`src/rtl/cdq_pkg.sv`:
```
// Package: widths, command codes and ring index helpers for the circular deque.
`default_nettype none
package cdq_pkg;

  localparam int DEPTH  = 16;
  localparam int IDX_W  = $clog2(DEPTH);
  localparam int CNT_W  = $clog2(DEPTH + 1);
  localparam int DATA_W = 32;
  localparam int CMD_W  = 3;

  typedef enum logic [CMD_W-1:0] {
    CMD_PUSH_FRONT = 3'd0,
    CMD_PUSH_BACK  = 3'd1,
    CMD_POP_FRONT  = 3'd2,
    CMD_POP_BACK   = 3'd3,
    CMD_NONE       = 3'd4
  } cmd_t;

  typedef logic [IDX_W-1:0] idx_t;
  typedef logic [CNT_W-1:0] cnt_t;
  typedef logic signed [DATA_W-1:0] word_t;

  // Advance one slot, wrapping at the configured capacity.
  function automatic idx_t step_up(input idx_t idx, input cnt_t cap);
    cnt_t nx;
    nx = CNT_W'(idx) + CNT_W'(1);
    return (nx == cap) ? '0 : nx[IDX_W-1:0];
  endfunction

  // Retreat one slot, wrapping to capacity - 1.
  function automatic idx_t step_down(input idx_t idx, input cnt_t cap);
    cnt_t lst;
    lst = cap - CNT_W'(1);
    return (idx == '0) ? lst[IDX_W-1:0] : idx - IDX_W'(1);
  endfunction

endpackage
`default_nettype wire

```
`src/rtl/cdq_if.sv`:
```
// Interfaces: request and response channels of the circular deque.
`default_nettype none
interface cdq_in_if;
  import cdq_pkg::*;
  logic                valid;
  logic                ready;
  logic [CMD_W-1:0]    cmd;
  logic signed [DATA_W-1:0] value;

  modport source (output valid, cmd, value, input ready);
  modport sink   (input valid, cmd, value, output ready);
endinterface

interface cdq_out_if;
  import cdq_pkg::*;
  logic                valid;
  logic                ready;
  logic                ok;
  logic signed [DATA_W-1:0] front_value;
  logic signed [DATA_W-1:0] rear_value;
  logic                is_empty;
  logic                is_full;
  logic [CNT_W-1:0]    count;

  modport source (output valid, ok, front_value, rear_value, is_empty, is_full, count,
                  input ready);
  modport sink   (input valid, ok, front_value, rear_value, is_empty, is_full, count,
                  output ready);
endinterface
`default_nettype wire

```
`src/rtl/circular_deque_unit.sv`:
```
// Top level: double-ended queue kept in a ring memory with configurable capacity.
//
// Use:
//   in_req  : request channel (valid/ready) carrying cmd and value. cmd is
//             push front, push back, pop front, pop back or none; unused
//             codes act as none. A push into a full deque or a pop from an
//             empty one is refused with ok = 0 and changes nothing.
//   out_rsp : one response per request with ok, front and rear entries
//             (-1 when empty), empty and full flags and the entry count.
//   cfg_wr_en / cfg_wr_data : capacity register (1..16, 0 taken as 1,
//             larger values as 16). A write empties the deque. Write only
//             while no request is in flight.
// Timing: the accepting edge writes the ring memory, state ST_READ reads
//   front and rear from its two read ports, and state ST_RESP loads the
//   output register, from which the response is taken. One request is in
//   flight at a time: a new request is taken only after the response to
//   the last one has been loaded into the output register.
// Reset empties the deque and sets capacity to 16. When the receiver stalls
//   the response holds in the output register; one more request is taken
//   and waits for the register to free before the input stalls.
`default_nettype none
module circular_deque_unit (
  input  wire logic                  clk,
  input  wire logic                  rst_n,
  cdq_in_if.sink                     in_req,
  cdq_out_if.source                  out_rsp,
  input  wire logic                  cfg_wr_en,
  input  wire logic [cdq_pkg::CNT_W-1:0] cfg_wr_data
);
  import cdq_pkg::*;

  typedef enum logic [1:0] {
    ST_IDLE,
    ST_READ,
    ST_RESP
  } state_t;

  state_t state_r;
  idx_t   head_r, head_nxt;
  idx_t   tail_r, tail_nxt;
  cnt_t   count_r, count_nxt;
  cnt_t   cap_r, cap_nxt;
  logic   ok_r, ok_nxt;

  word_t  mem [DEPTH];
  word_t  front_rd_r, rear_rd_r;
  logic   wr_en;
  idx_t   wr_addr;

  logic   out_valid_r;
  logic   out_ok_r;
  word_t  out_front_r, out_rear_r;
  logic   out_empty_r, out_full_r;
  cnt_t   out_count_r;

  logic   accept;
  logic   rsp_load;
  logic   full, empty;
  cmd_t   cmd;

  assign accept   = in_req.valid && in_req.ready;
  assign rsp_load = (state_r == ST_RESP) && (!out_valid_r || out_rsp.ready);
  assign full     = (count_r >= cap_r);
  assign empty    = (count_r == '0);
  assign cmd      = cmd_t'(in_req.cmd);

  // Decode the request into new indexes and the memory write.
  always_comb begin
    head_nxt  = head_r;
    tail_nxt  = tail_r;
    count_nxt = count_r;
    ok_nxt    = 1'b1;
    wr_en     = 1'b0;
    wr_addr   = tail_r;
    case (cmd)
      CMD_PUSH_FRONT: begin
        if (full) begin
          ok_nxt = 1'b0;
        end else begin
          head_nxt  = step_down(head_r, cap_r);
          wr_en     = accept;
          wr_addr   = head_nxt;
          count_nxt = count_r + CNT_W'(1);
        end
      end
      CMD_PUSH_BACK: begin
        if (full) begin
          ok_nxt = 1'b0;
        end else begin
          wr_en     = accept;
          wr_addr   = tail_r;
          tail_nxt  = step_up(tail_r, cap_r);
          count_nxt = count_r + CNT_W'(1);
        end
      end
      CMD_POP_FRONT: begin
        if (empty) begin
          ok_nxt = 1'b0;
        end else begin
          head_nxt  = step_up(head_r, cap_r);
          count_nxt = count_r - CNT_W'(1);
        end
      end
      CMD_POP_BACK: begin
        if (empty) begin
          ok_nxt = 1'b0;
        end else begin
          tail_nxt  = step_down(tail_r, cap_r);
          count_nxt = count_r - CNT_W'(1);
        end
      end
      default: ;
    endcase
  end

  // Clamp the written capacity to 1..DEPTH.
  always_comb begin
    if (cfg_wr_data == '0) begin
      cap_nxt = CNT_W'(1);
    end else if (cfg_wr_data > CNT_W'(DEPTH)) begin
      cap_nxt = CNT_W'(DEPTH);
    end else begin
      cap_nxt = cfg_wr_data;
    end
  end

  // Ring memory: one write port, two registered read ports.
  always_ff @(posedge clk) begin
    if (wr_en) begin
      mem[wr_addr] <= in_req.value;
    end
    if (state_r == ST_READ) begin
      front_rd_r <= mem[head_r];
      rear_rd_r  <= mem[step_down(tail_r, cap_r)];
    end
  end

  always_ff @(posedge clk) begin
    if (!rst_n) begin
      state_r     <= ST_IDLE;
      head_r      <= '0;
      tail_r      <= '0;
      count_r     <= '0;
      cap_r       <= CNT_W'(DEPTH);
      out_valid_r <= 1'b0;
    end else begin
      if (rsp_load) begin
        out_valid_r <= 1'b1;
      end else if (out_valid_r && out_rsp.ready) begin
        out_valid_r <= 1'b0;
      end
      case (state_r)
        ST_IDLE: begin
          if (cfg_wr_en) begin
            cap_r   <= cap_nxt;
            head_r  <= '0;
            tail_r  <= '0;
            count_r <= '0;
          end else if (accept) begin
            head_r  <= head_nxt;
            tail_r  <= tail_nxt;
            count_r <= count_nxt;
            ok_r    <= ok_nxt;
            state_r <= ST_READ;
          end
        end
        ST_READ: begin
          state_r <= ST_RESP;
        end
        ST_RESP: begin
          // Hold until the output register is free.
          if (rsp_load) begin
            out_ok_r    <= ok_r;
            out_front_r <= empty ? '1 : front_rd_r;
            out_rear_r  <= empty ? '1 : rear_rd_r;
            out_empty_r <= empty;
            out_full_r  <= (count_r == cap_r);
            out_count_r <= count_r;
            state_r     <= ST_IDLE;
          end
        end
        default: state_r <= ST_IDLE;
      endcase
    end
  end

  assign in_req.ready        = (state_r == ST_IDLE) && !cfg_wr_en;
  assign out_rsp.valid       = out_valid_r;
  assign out_rsp.ok          = out_ok_r;
  assign out_rsp.front_value = out_front_r;
  assign out_rsp.rear_value  = out_rear_r;
  assign out_rsp.is_empty    = out_empty_r;
  assign out_rsp.is_full     = out_full_r;
  assign out_rsp.count       = out_count_r;

endmodule
`default_nettype wire
```
`src/flat_wrapper.sv`:
```
// flat-port wrapper written by rule: the top's interface ports become plain ports
module circular_deque_unit_flat import cdq_pkg::*;
  (clk, rst_n, cfg_wr_en, cfg_wr_data, in_req_valid, in_req_cmd, in_req_value, in_req_ready, out_rsp_valid, out_rsp_ok, out_rsp_front_value, out_rsp_rear_value, out_rsp_is_empty, out_rsp_is_full, out_rsp_count, out_rsp_ready);
  cdq_in_if in_req_i ();
  cdq_out_if out_rsp_i ();
  input  wire logic clk;
  input  wire logic rst_n;
  input  wire logic cfg_wr_en;
  input  wire logic [cdq_pkg::CNT_W-1:0] cfg_wr_data;
  input wire logic [$bits(in_req_i.valid)-1:0] in_req_valid;
  input wire logic [$bits(in_req_i.cmd)-1:0] in_req_cmd;
  input wire logic [$bits(in_req_i.value)-1:0] in_req_value;
  output wire logic [$bits(in_req_i.ready)-1:0] in_req_ready;
  output wire logic [$bits(out_rsp_i.valid)-1:0] out_rsp_valid;
  output wire logic [$bits(out_rsp_i.ok)-1:0] out_rsp_ok;
  output wire logic [$bits(out_rsp_i.front_value)-1:0] out_rsp_front_value;
  output wire logic [$bits(out_rsp_i.rear_value)-1:0] out_rsp_rear_value;
  output wire logic [$bits(out_rsp_i.is_empty)-1:0] out_rsp_is_empty;
  output wire logic [$bits(out_rsp_i.is_full)-1:0] out_rsp_is_full;
  output wire logic [$bits(out_rsp_i.count)-1:0] out_rsp_count;
  input wire logic [$bits(out_rsp_i.ready)-1:0] out_rsp_ready;
  assign in_req_i.valid = in_req_valid;
  assign in_req_i.cmd = in_req_cmd;
  assign in_req_i.value = in_req_value;
  assign in_req_ready = in_req_i.ready;
  assign out_rsp_valid = out_rsp_i.valid;
  assign out_rsp_ok = out_rsp_i.ok;
  assign out_rsp_front_value = out_rsp_i.front_value;
  assign out_rsp_rear_value = out_rsp_i.rear_value;
  assign out_rsp_is_empty = out_rsp_i.is_empty;
  assign out_rsp_is_full = out_rsp_i.is_full;
  assign out_rsp_count = out_rsp_i.count;
  assign out_rsp_i.ready = out_rsp_ready;
  circular_deque_unit u_core (.clk(clk), .rst_n(rst_n), .in_req(in_req_i), .out_rsp(out_rsp_i), .cfg_wr_en(cfg_wr_en), .cfg_wr_data(cfg_wr_data));
endmodule
```
`config.mk`:
```
export PLATFORM = sky130hd
export DESIGN_NAME = circular_deque_unit_flat
export DESIGN_NICKNAME = d
export VERILOG_FILES = /design/src/rtl/cdq_pkg.sv /design/src/rtl/cdq_if.sv /design/src/rtl/circular_deque_unit.sv /design/src/flat_wrapper.sv
export SDC_FILE = /design/constraint.sdc
export NUM_CORES = 1
export LEC_CHECK = 0
export ABC_CLOCK_PERIOD_IN_PS = 5400
export BUFFER_PORTS_ARGS = -buffer_cell sky130_fd_sc_hd__buf_4
export CAP_MARGIN = 10
export CORE_UTILIZATION = 35
export DETAILED_ROUTE_END_ITERATION = 10
export PLACE_DENSITY = 0.57
export SYNTH_ARGS = -nofsm -noshare
export SYNTH_HDL_FRONTEND = slang
export SYNTH_SLANG_ARGS = --single-unit
```
`constraint.sdc`:
```
create_clock -name clk -period 5.4 [get_ports clk]
set_input_delay 0.27 -clock clk [delete_from_list [all_inputs] [get_ports clk]]
set_output_delay 0.27 -clock clk [all_outputs]
set_load 0.05 [all_outputs]
```
### Yosys cells after proc, flatten, opt, wreduce, memory -nomap -nowiden

Memory sizes are Yosys's and may differ from the RTL's. A register that Yosys moved wholly into a read port is not among the register bits.
Index checks and enable logic that the tools add are counted.
W data, S select, Z words.

| cells by class | value |
|---|---|
| equality and inequality tests | 17 |
| muxes and demuxes | 36 |
| reductions and logical operators | 27 |
| magnitude comparators | 2 |
| add/subtract/negate cells | 7 |
| bitwise gates (word level) | 1 |

Operators with widths:

| operator | count |
|---|---|
| $mux W4 | 14 |
| $mux W5 | 6 |
| $ne A3 B3 Y1 const B | 6 |
| $pmux W4 S2 | 2 |
| $eq A5 B5 Y1 | 3 |
| $reduce_and A5 Y1 | 3 |
| $sub A4 B1 Y4 const B | 3 |
| $add A4 B1 Y5 const B | 2 |
| $logic_not A5 Y1 | 2 |
| $pmux W5 S2 | 1 |
| $reduce_bool A3 Y1 | 3 |
| $logic_not A4 Y1 | 2 |
| $mux W1 | 8 |
| $eq A3 B2 Y1 const B | 2 |
| $mux W2 | 3 |
| $pmux W2 S3 | 1 |
| $reduce_and A3 Y1 | 2 |
| $add A5 B1 Y5 const B | 1 |
| $ge A5 B5 Y1 | 1 |
| $gt A5 B5 Y1 const B | 1 |
| $sub A5 B1 Y5 const B | 1 |
| $logic_and A1 B1 Y1 | 4 |
| $ne A2 B1 Y1 const B | 2 |
| $reduce_and A4 Y1 | 1 |
| 13 further kinds | 16 |

| storage, ports and cells | value |
|---|---|
| register bits after elaboration | 94 |
| bits of input ports | 45 |
| logic and storage cells | 104 |
| memories | 1 |
| memory bits (writable) | 512 |
| output and inout bits | 74 |

Memories:

| name | words | width | rd ports | clocked after Yosys merged registers in | wr ports | RTL line | text |
|---|---|---|---|---|---|---|---|
| u_core.mem | 16 | 32 | 2 | 2 | 1 | circular_deque_unit.sv:45 | `word_t mem [DEPTH];` |

### Logic depth before layout (Yosys ltp)

Gate-level depths: netlist of the first run.

| depth | value |
|---|---|
| word-level depth | 7 |
| gate-level depth with buffers | 11 |
| depth with buffers taken out | 8 |

### Least setup slack after synthesis of the first run

Ideal clock, no wire load.

| timing | value |
|---|---|
| path kind | input to register |
| from | in cfg_wr_en |
| to | mem u_core.mem[12][0] (netlist bit) (enable) |
| setup slack | 1235 ps |
| data required time | 4979 ps |
| arrival | 3744 ps |
| stages | 6 |
| path buffers | 1 |
| setup time | 421 ps |
| cell sequence | clkbuf_1 > nor3_1 > nand2_1 > nor2_1 > o21ai_0 > nor2_1 |

| on the way | value |
|---|---|
| word-level cells in the longest chain between the ends | 7 |

Ends and longest elaborated chain:

| item | RTL line | text |
|---|---|---|
| from (decl) | flat_wrapper.sv:8 | `input wire logic cfg_wr_en;` |
| $logic_not A1 Y1 | circular_deque_unit.sv:187 | `assign in_req.ready = (state_r == ST_IDLE) && !cfg_wr_en;` |
| $logic_and A1 B1 Y1 | circular_deque_unit.sv:187 |  |
| via in_req_ready | flat_wrapper.sv:13 | `output wire logic [$bits(in_req_i.ready)-1:0] in_req_ready;` |
| $logic_and A1 B1 Y1 | circular_deque_unit.sv:61 | `assign accept = in_req.valid && in_req.ready;` |
| $mux W1 | circular_deque_unit.sv:77, circular_deque_unit.sv:87 |  |
| $mux W1 | -- |  |
| $mux W1 | circular_deque_unit.sv:129 | `if (wr_en) begin` |
| $mux W1 (not written as such) | circular_deque_unit.sv:130 | `mem[wr_addr] <= in_req.value;` |
| to (decl) | circular_deque_unit.sv:45 |  |

The timed path passes the listed nets, and every way through them passes these cells.

### Final worst setup path of the first run

| timing | value |
|---|---|
| from | reg u_core.cap_r[0] |
| to | mem u_core.mem[14][18] (netlist bit) (enable) |

| on the way | value |
|---|---|
| word-level cells in the longest chain between the ends | 5 |
| elaborated cells between the ends (all ways) | 9 |
| those cells by class | 1 x add/sub; 1 x order compare; 7 x mux |

Ends and longest elaborated chain:

| item | RTL line | text |
|---|---|---|
| from (decl) | circular_deque_unit.sv:42 | `cnt_t cap_r, cap_nxt;` |
| from (signal assigned) | circular_deque_unit.sv:144 | `cap_r <= CNT_W'(DEPTH);` |
| from (signal assigned) | circular_deque_unit.sv:155 | `cap_r <= cap_nxt;` |
| $ge A5 B5 Y1 | circular_deque_unit.sv:63 | `assign full = (count_r >= cap_r);` |
| $mux W1 | circular_deque_unit.sv:77, circular_deque_unit.sv:87 |  |
| $mux W1 | -- |  |
| $mux W1 | circular_deque_unit.sv:129 |  |
| $mux W1 (not written as such) | circular_deque_unit.sv:130 |  |

Parallel ways exist; a longest one is shown, timed or not.

==> out/qor.tcl, run 1 <==
set qor(setup.worst_path.start_class) {flip-flop}
set qor(drt-total-wl_mm) 72.52
set qor(h-tree-depth) 3
set qor(final-seq-area_um2) 19920
set qor(tritoncts.num_buffers) 73
set qor(ys_async_sr_fraction_pct) 0
set qor(tritoncts) {yes}
set qor(fin_worst_hold_slack_ps) 44.78
set qor(dr.pass1.iters) 6
set qor(power.share.sequential_pct) 47.3
set qor(nets) 1735
set qor(arrival_time_of_data_at_the_critical_path_endpoint_ps) 4440
set qor(power_density_nw_per_um2) 349.9
set qor(clk_latency_ps) 610
set qor(met2_usage_pct) 28.32
set qor(place.detailed.instances) 2695
set qor(drt_iter0_markers) 1252
set qor(grt_start_max_net_pins) 73
set qor(yosys-top-cells-area) {sky130_fd_sc_hd__edfxtp_1 (65%), sky130_fd_sc_hd__mux4_2 (22%), sky130_fd_sc_hd__nand2b_1 (1.4%)}
set qor(ctsRootBufferMaster) {sky130_fd_sc_hd__clkbuf_16}
set qor(timing.final.crit_share_pct) 76.56
set qor(coreArea_um2) 84220
set qor(whs_path_cells) 3
set qor(row_count) 106
set qor(final_period_minus_worst_setup_slack_ps) 4134
set qor(dp.final_hpwl_mm) 42.74
set qor(globalRouteOverflowTotal) 0
set qor(crit_path_end_kind) {flip-flop}
set qor(number_of_filler_cells_placed_in_the_layout) 7364
set qor(max_freq_ghz) 0.2419
set qor(relSlewSlack_pct) 26.52
set qor(initial_utilization_pct) 35.57
set qor(synth_top_area_share_pct) 65.06
set qor(gr-usage-met3_pct) 3.273
set qor(tightest_slew_ps) 1098
set qor(final-max-slew-violation-count) 0
set qor(gr-max-usage-layer) {met2}
set qor(syn-mean-instance-area_um2) 19.96
set qor(post_drt_via_cell_ratio) 5.363
set qor(netlist.top_cell.by_area) {sky130_fd_sc_hd__edfxtp_1}
set qor(grt_first_pass_wirelength_mm) 109.3
set qor(clock_power_share_pct) 40.7
set qor(syn-instance-count) 1501
set qor(drc_errors) 0
set qor(ys_warn_count) 0
set qor(area_of_combinational_cells_with_multiple_inputs_um2) 9666
set qor(grt_pass1_vias) 16780
set qor(totalNegativeSetupSlack_ps) 0
set qor(postSynthRegisterBits) 670
set qor(cts_hold_repair_buffers) 40
set qor(switching_power_uw) 2883
set qor(clock-sinks) 670
set qor(fin_skew_ps) 22.29
set qor(layout-area-overhead-vs-synth_pct) 17.34
set qor(run_status) {finished clean}
set qor(combPwrFrac_pct) 11.9
set qor(rsz0062_at_grt) {false}
set qor(total_number_of_vias) 15390
set qor(share_of_cells_above_drive_strength_1_pct) 35.43
set qor(final_common_cell) {sky130_fd_sc_hd__edfxtp_1}
set qor(max-cap-violations) 0
set qor(most-common-layout-cells) {sky130_fd_sc_hd__edfxtp_1 (649), sky130_fd_sc_hd__mux4_2 (288), sky130_fd_sc_hd__buf_4 (152), sky130_fd_sc_hd__clkbuf_16 (75), sky130_fd_sc_hd__nand2b_1 (69)}
set qor(path_clk_slew_ps) 60
set qor(p_leak_uw) 0.01098
set qor(wire_per_inst_um) 25.27
set qor(fp.dieW_um) 294.5
set qor(final_util_pct) 41.74
set qor(placement.io_buffers) 118
set qor(hold_violations) 0
set qor(synthFlopType) {sky130_fd_sc_hd__edfxtp_1}
set qor(vdd_ir_drop_max_uv) 190.2
set qor(p_sw_share_pct) 23.44
set qor(die_y_um) 294.5
set qor(cts_resized) 0
set qor(mappedNetlistArea_um2) 29950
set qor(diodes) 0
set qor(synth_nets) 1560
set qor(grt.met1_usage_pct) 23.32
set qor(timing.critical_path.fanout_max) 17
set qor(worst_ep_required_time_ps) 5710
set qor(edff_count_synth) 649
set qor(cts.repair_timing.setup_buffer_count) 0
set qor(antenna_found_initial) 3
set qor(synth-seq-area-share_pct) 66.47
set qor(floorplan.die_area_um2) 86760
set qor(cts_buffer_depth) 3
set qor(timing_worst_setup_path_type) {flip-flop to flip-flop}
set qor(synth_cell_types) 62
set qor(drtAntennaViolNets) 0
set qor(cell_internal_pwr_uw) 9414
set qor(worst_r2r_path_depth) 8
set qor(final_cells) 2870
set qor(routabilityCongestion) 0.7949
set qor(worstHoldPathType) {input port to flip-flop}
set qor(io_pins) 119
set qor(grt.total_usage_pct) 17.18
set qor(setup_viol) 0
[Yosys cell counts, drive strengths merged (2+ instances only)]
cell type and count:
dfxtp 21, buf 56, a31oi 2, mux2i 38, edfxtp 649, a21boi 8
a311oi 3, a21o 4, ha 13, xnor2 7, clkbuf 43, xor2 5
a32o 2, o21ai 47, nand2b 69, nor3b 6, nor3 8, or4 3
or2 5, o221ai 3, a21oi 10, o41ai 2, inv 17, nor2b 9
o21a 4, nand2 57, mux4 288, a22oi 3, a211oi 4, and2 4
o211ai 6, mux2 32, nand4b 3, o22ai 5, and3 11, nand3 6
nand3b 6, nor2 26, nand4 2, o31ai 2
[layout make-up]
cell class	instances	area share (%)
clock inverters	46	1.338
clock buffers	89	5.489
well taps	1134	4.037
inverters	17	0.1815
flip-flops and latches	670	56.67
multi-input cells	715	27.50
repair buffers	199	4.784
[state kept, by name, summed over array words and instances, names as in the netlist, 4 cells and up]
signal and cells:
u_core.head_r 4, u_core.cap_r 5, u_core.count_r 5, u_core.mem 512, u_core.out_rsp.front_value 32, u_core.out_rsp.rear_value 32, u_core.tail_r 4, u_core.front_rd_r 32
u_core.out_rsp.count 5, u_core.rear_rd_r 32
[worst max-delay path, stage by stage (launching register included)]
cell	delay, ps
sky130_fd_sc_hd__dfxtp_1	570
sky130_fd_sc_hd__ha_1	320
sky130_fd_sc_hd__nand2b_1	150
sky130_fd_sc_hd__a211oi_1	450
sky130_fd_sc_hd__o211ai_1	530
sky130_fd_sc_hd__nor3b_1	370
sky130_fd_sc_hd__o21ai_0	370
sky130_fd_sc_hd__nor2_4	780
sky130_fd_sc_hd__buf_12	270
[path summary, 6_finish.rpt]
check	slack, ps	to	from
worst min register to register	420	u_core.out_rsp.ok$_DFFE_PP_	u_core.ok_r$_DFFE_PP_
worst max-delay path	1270	u_core.mem[14][18]$_DFFE_PP_	u_core.cap_r[0]$_SDFFE_PN0P_
worst min-delay path	40	u_core.cap_r[0]$_SDFFE_PN0P_	cfg_wr_data[0]
worst max register to register	1270	u_core.mem[14][18]$_DFFE_PP_	u_core.cap_r[0]$_SDFFE_PN0P_
[metal layers]
layer,part of all wire (%),vias to the layer above
li1,-,6664
met1,43,8210
met2,50,426
met3,5.5,87
met4,1.7,4
met5,0.036,-
[power by group through the flow]
stage | Combinational [uW] | Clock (uW) | Sequential (uW)
finish | 1470 | 5010 | 5820
global route | 1580 | 5340 | 5830
floorplan | 1050 | 0 | 5900
CTS | 1500 | 5140 | 5820
detailed placement | 1470 | 0 | 5930
global placement | 1470 | 0 | 5930
[per-stage QoR]
| step | area (um2) | total power, uW | setup slack [ps] |
|---|---|---|---|
| 2_1_floorplan | 29950 | 6951 | 1235 |
| 3_3_place_gp | 32350 | 7395 | 1421 |
| 3_5_place_dp | 32350 | 7405 | 1321 |
| 4_1_cts | 35150 | 12460 | 1286 |
| 5_1_grt | 35150 | 12750 | 994.9 |
| 6_report | 35150 | 12300 | 1266 |
[kinds of logic (layout without fill, tap and decap cells)]
logic type	Yosys count	in the layout	synth area share (%)
XOR/XNOR	13	13	0.4261
AND/OR/NAND/NOR	217	217	3.910
flip-flops	670	670	66.47
AO/OA/AOI/OAI	113	113	2.423
multiplexers	358	358	24.38
adder cells (fa/ha/maj)	14	14	0.6099
buffers and inverters	116	351	1.788
No activity file was read; power rests on OpenSTA's default activity.
==> run 2, diff against run 1 <==
--- a/config.mk
+++ b/config.mk
@@ -5,7 +5,8 @@
 export SDC_FILE = /design/constraint.sdc
 export NUM_CORES = 1
 export LEC_CHECK = 0
-export ABC_CLOCK_PERIOD_IN_PS = 5400
+export ABC_AREA = 1
+export ABC_CLOCK_PERIOD_IN_PS = 4050
 export BUFFER_PORTS_ARGS = -buffer_cell sky130_fd_sc_hd__buf_4
 export CAP_MARGIN = 10
 export CORE_UTILIZATION = 35
==> constraint.sdc (replaced) <==
create_clock -name clk -period 4.05 [get_ports clk]
set_input_delay 0.2025 -clock clk [delete_from_list [all_inputs] [get_ports clk]]
set_output_delay 0.2025 -clock clk [all_outputs]
set_load 0.05 [all_outputs]
==> run 2 against run 1 <==
- routed wire length grew 41%
- register-to-register slack lost 470 ps
- die area grew 10%
- clock power grew 37%
- synthesized cell count grew 140%
- total power grew 54%
- via count grew 68%
- sequential cell count is the same
- fmax grew 27%
- clock-buffer cell count grew 3
- critical path type unchanged
- critical endpoint is now u_core.mem[3][10]$_DFFE_PP_
- largest cell class unchanged
- highest routed layer is now met4
==> out/qor.tcl, run 2 <==
set qor(run_status) {finished clean}
set qor(grt_pass1_vias) 24890 ;# +48%
set qor(synth_most_common_cell) {sky130_fd_sc_hd__nand2_1}
set qor(arrival_time_of_data_at_the_critical_path_endpoint_ps) 3580 ;# -860 ps
set qor(syn-mean-instance-area_um2) 9.168 ;# -54%
set qor(setup.worst_path.start_class) {flip-flop}
set qor(fin_skew_ps) 27.35 ;# +5.052 ps
set qor(setup_viol) 0 ;# unchanged
set qor(path_clk_slew_ps) 60 ;# about the same
set qor(vdd_ir_drop_max_uv) 377.9 ;# +99%
set qor(drt-total-wl_mm) 102.5 ;# +41%
set qor(final_common_cell) {sky130_fd_sc_hd__nand2_1}
set qor(worst_ep_required_time_ps) 4370 ;# -1340 ps
set qor(initial_utilization_pct) 35.33 ;# -0.23 points
set qor(crit_path_end_kind) {flip-flop}
set qor(yosys-top-cells-area) {sky130_fd_sc_hd__edfxtp_1 (59%), sky130_fd_sc_hd__nand3_1 (9.8%), sky130_fd_sc_hd__nand2_1 (8.7%)}
set qor(fp.dieW_um) 309.0 ;# +4.9%
set qor(hold_violations) 0 ;# unchanged
set qor(stdcell_area_um2) 38300 ;# +9.0%
set qor(grt_first_pass_wirelength_mm) 154.1 ;# +41%
set qor(relSlewSlack_pct) 32.35 ;# +5.8 points
set qor(timing_worst_setup_path_type) {flip-flop to flip-flop}
set qor(ys_warn_count) 0 ;# unchanged
set qor(grt_start_max_net_pins) 177 ;# +140%
set qor(layout-area-overhead-vs-synth_pct) 16.15
set qor(tritoncts.num_buffers) 77 ;# +5.5%
set qor(max-cap-violations) 0 ;# unchanged
set qor(largest_register_ffs) 512 ;# unchanged
set qor(synth.top_cells.by_count) {sky130_fd_sc_hd__nand2_1 (764), sky130_fd_sc_hd__edfxtp_1 (649), sky130_fd_sc_hd__nand3_1 (643)}
set qor(most-common-layout-cells) {sky130_fd_sc_hd__nand2_1 (762), sky130_fd_sc_hd__edfxtp_1 (649), sky130_fd_sc_hd__nand3_1 (643), sky130_fd_sc_hd__inv_1 (562), sky130_fd_sc_hd__a21oi_1 (275)}
set qor(cts.repair_timing.setup_buffer_count) 0 ;# unchanged
set qor(final-max-slew-violation-count) 0 ;# unchanged
set qor(postSynthRegisterBits) 670 ;# unchanged
set qor(drtAntennaViolNets) 0 ;# unchanged
set qor(synth-seq-area-share_pct) 60.37 ;# -6.1 points
set qor(io_pins) 119 ;# unchanged
set qor(slack_of_the_worst_reg_to_reg_path_ps) 790 ;# -470 ps
set qor(final_period_minus_worst_setup_slack_ps) 3259 ;# -875.4 ps
set qor(power_density_nw_per_um2) 495.7 ;# +42%
set qor(p_leak_uw) 0.01549 ;# +41%
set qor(rsz0062_at_grt) {false}
set qor(grt.total_usage_pct) 21.44 ;# +4.3 points
set qor(final-seq-area_um2) 19920 ;# unchanged
set qor(total_number_of_vias) 25890 ;# +68%
set qor(antenna_found_initial) 0 ;# -3
set qor(syn-instance-count) 3597 ;# +140%
set qor(wire_per_inst_um) 20.50 ;# -19%
set qor(synthFlopType) {sky130_fd_sc_hd__edfxtp_1}
set qor(cts_hold_repair_buffers) 46 ;# +15%
set qor(postPlaceCellArea_um2) 35400 ;# +9.4%
set qor(ys_async_sr_fraction_pct) 0 ;# unchanged
set qor(dr.pass1.iters) 5 ;# -1
set qor(number_of_filler_cells_placed_in_the_layout) 9115 ;# +24%
set qor(worstHoldPathType) {input port to flip-flop}
set qor(coreArea_um2) 93330 ;# +11%
set qor(cts_resized) 0 ;# unchanged
set qor(clk_latency_ps) 640 ;# +30 ps
set qor(globalRouteOverflowTotal) 0 ;# unchanged
set qor(edff_count_synth) 649 ;# unchanged
set qor(clock-sinks) 670 ;# unchanged
set qor(drt_iter0_markers) 2738 ;# +120%
set qor(synth_nets) 3656 ;# +130%
set qor(area_of_combinational_cells_with_multiple_inputs_um2) 10130 ;# +4.8%
set qor(row_count) 112 ;# +5.7%
set qor(floorplan.die_area_um2) 95450 ;# +10%
set qor(max_freq_ghz) 0.3069 ;# +27%
set qor(mappedNetlistArea_um2) 32980 ;# +10%
set qor(routabilityCongestion) 0.8349 ;# +5.0%
set qor(drc_errors) 0 ;# unchanged
set qor(ctsRootBufferMaster) {sky130_fd_sc_hd__clkbuf_16}
set qor(nets) 3746 ;# +120%
set qor(tritoncts) {yes}
set qor(tightest_slew_ps) 1015 ;# -83.23 ps
set qor(placement.io_buffers) 118 ;# unchanged
set qor(synth_top_area_share_pct) 59.10 ;# -6.0 points
set qor(totalNegativeSetupSlack_ps) 0 ;# unchanged
set qor(synth_cell_types) 33 ;# -47%
set qor(regMostFlops) {u_core.mem}
set qor(timing.critical_path.fanout_max) 23 ;# +6
set qor(h-tree-depth) 3 ;# unchanged
set qor(dp.final_hpwl_mm) 56.18 ;# +31%
set qor(die_y_um) 309.0 ;# +4.9%
set qor(timing.final.crit_share_pct) 80.47 ;# +3.9 points
set qor(cts_buffer_depth) 3 ;# unchanged
set qor(post_drt_via_cell_ratio) 5.178 ;# -3.4%
set qor(diodes) 0 ;# unchanged
set qor(netlist.top_cell.by_area) {sky130_fd_sc_hd__edfxtp_1}
set qor(share_of_cells_above_drive_strength_1_pct) 10.38 ;# -25 points
## run 2: final timing paths
kind                                                    from                     endpoint  depth (start not counted)
worst max-delay path            u_core.cap_r[2]$_SDFFE_PN0P_  u_core.mem[3][10]$_DFFE_PP_                         10
worst min-delay path                           in_req_cmd[1]        u_core.ok_r$_DFFE_PP_                          4
worst max register to register  u_core.cap_r[2]$_SDFFE_PN0P_  u_core.mem[3][10]$_DFFE_PP_                         10
worst min register to register         u_core.ok_r$_DFFE_PP_  u_core.out_rsp.ok$_DFFE_PP_                          0
## run 2: where the power goes
group	switching (uW)	internal, uW
Combinational	3010	1220
Clock	2860	4010
Sequential	72.1	7810
## run 2: per-layer routing
layer | share of wire (%) | wire (um) | global-route usage, % | vias to the layer above
met2 | 47 | 48370 | 35.60 | 1120
li1 | - | - | - | 12190
met3 | 7.2 | 7336 | 3.124 | 210
met5 | 0 | 0 | 0 | -
met4 | 3.2 | 3239 | 7.691 | 0
met1 | 42 | 43560 | 28.45 | 12380
## run 2: metrics by stage
| stage | cells | utilization, % | hold slack [ps] | setup WS (ps) | total power [uW] |
|---|---|---|---|---|---|
| final | 5000 | 41.04 | 175.6 | 791.1 | 18990 |
| after global routing | 5000 | 41.04 | 152.8 | 491.6 | 19760 |
| after CTS | 5000 | 41.04 | 144.8 | 782.4 | 19090 |
| after detailed placement | 4816 | 37.93 | 445.2 | 786.8 | 12190 |
| after global placement | 4816 | 37.93 | 445.6 | 795.5 | 12170 |
| after floorplan | 3597 | - | 301.4 | 203.5 | 10710 |
## run 2: cells by family after synthesis
kind of cell               after synthesis  share of synthesized area [%]
adders and majority gates               14                         0.5539
and+or+nand+nor                       1577                          21.11
xor gates and xnor gates                 4                         0.1063
buffers and inverters                  786                          9.531
DFF                                    670                          60.37
AOI/OAI and AO/OA                      546                          8.328
## run 2: cell type report
cell class / instances / area share (%)
clock buffer: 92 / 5.177
inverter: 569 / 5.595
multi-input combinational: 2141 / 26.45
sequential: 670 / 52.00
tap: 1254 / 4.096
clock inverter: 46 / 1.192
timing repair buffer: 228 / 5.488
## run 2: worst max-delay path: stages (launching register included)
cell	delay, ps
sky130_fd_sc_hd__dfxtp_1	410
sky130_fd_sc_hd__inv_1	140
sky130_fd_sc_hd__ha_1	340
sky130_fd_sc_hd__nand3_1	80
sky130_fd_sc_hd__nor2_1	50
sky130_fd_sc_hd__nor2_1	180
sky130_fd_sc_hd__nand3_2	230
sky130_fd_sc_hd__o21ai_0	390
sky130_fd_sc_hd__nand3_1	340
sky130_fd_sc_hd__nor2_4	480
sky130_fd_sc_hd__buf_12	290
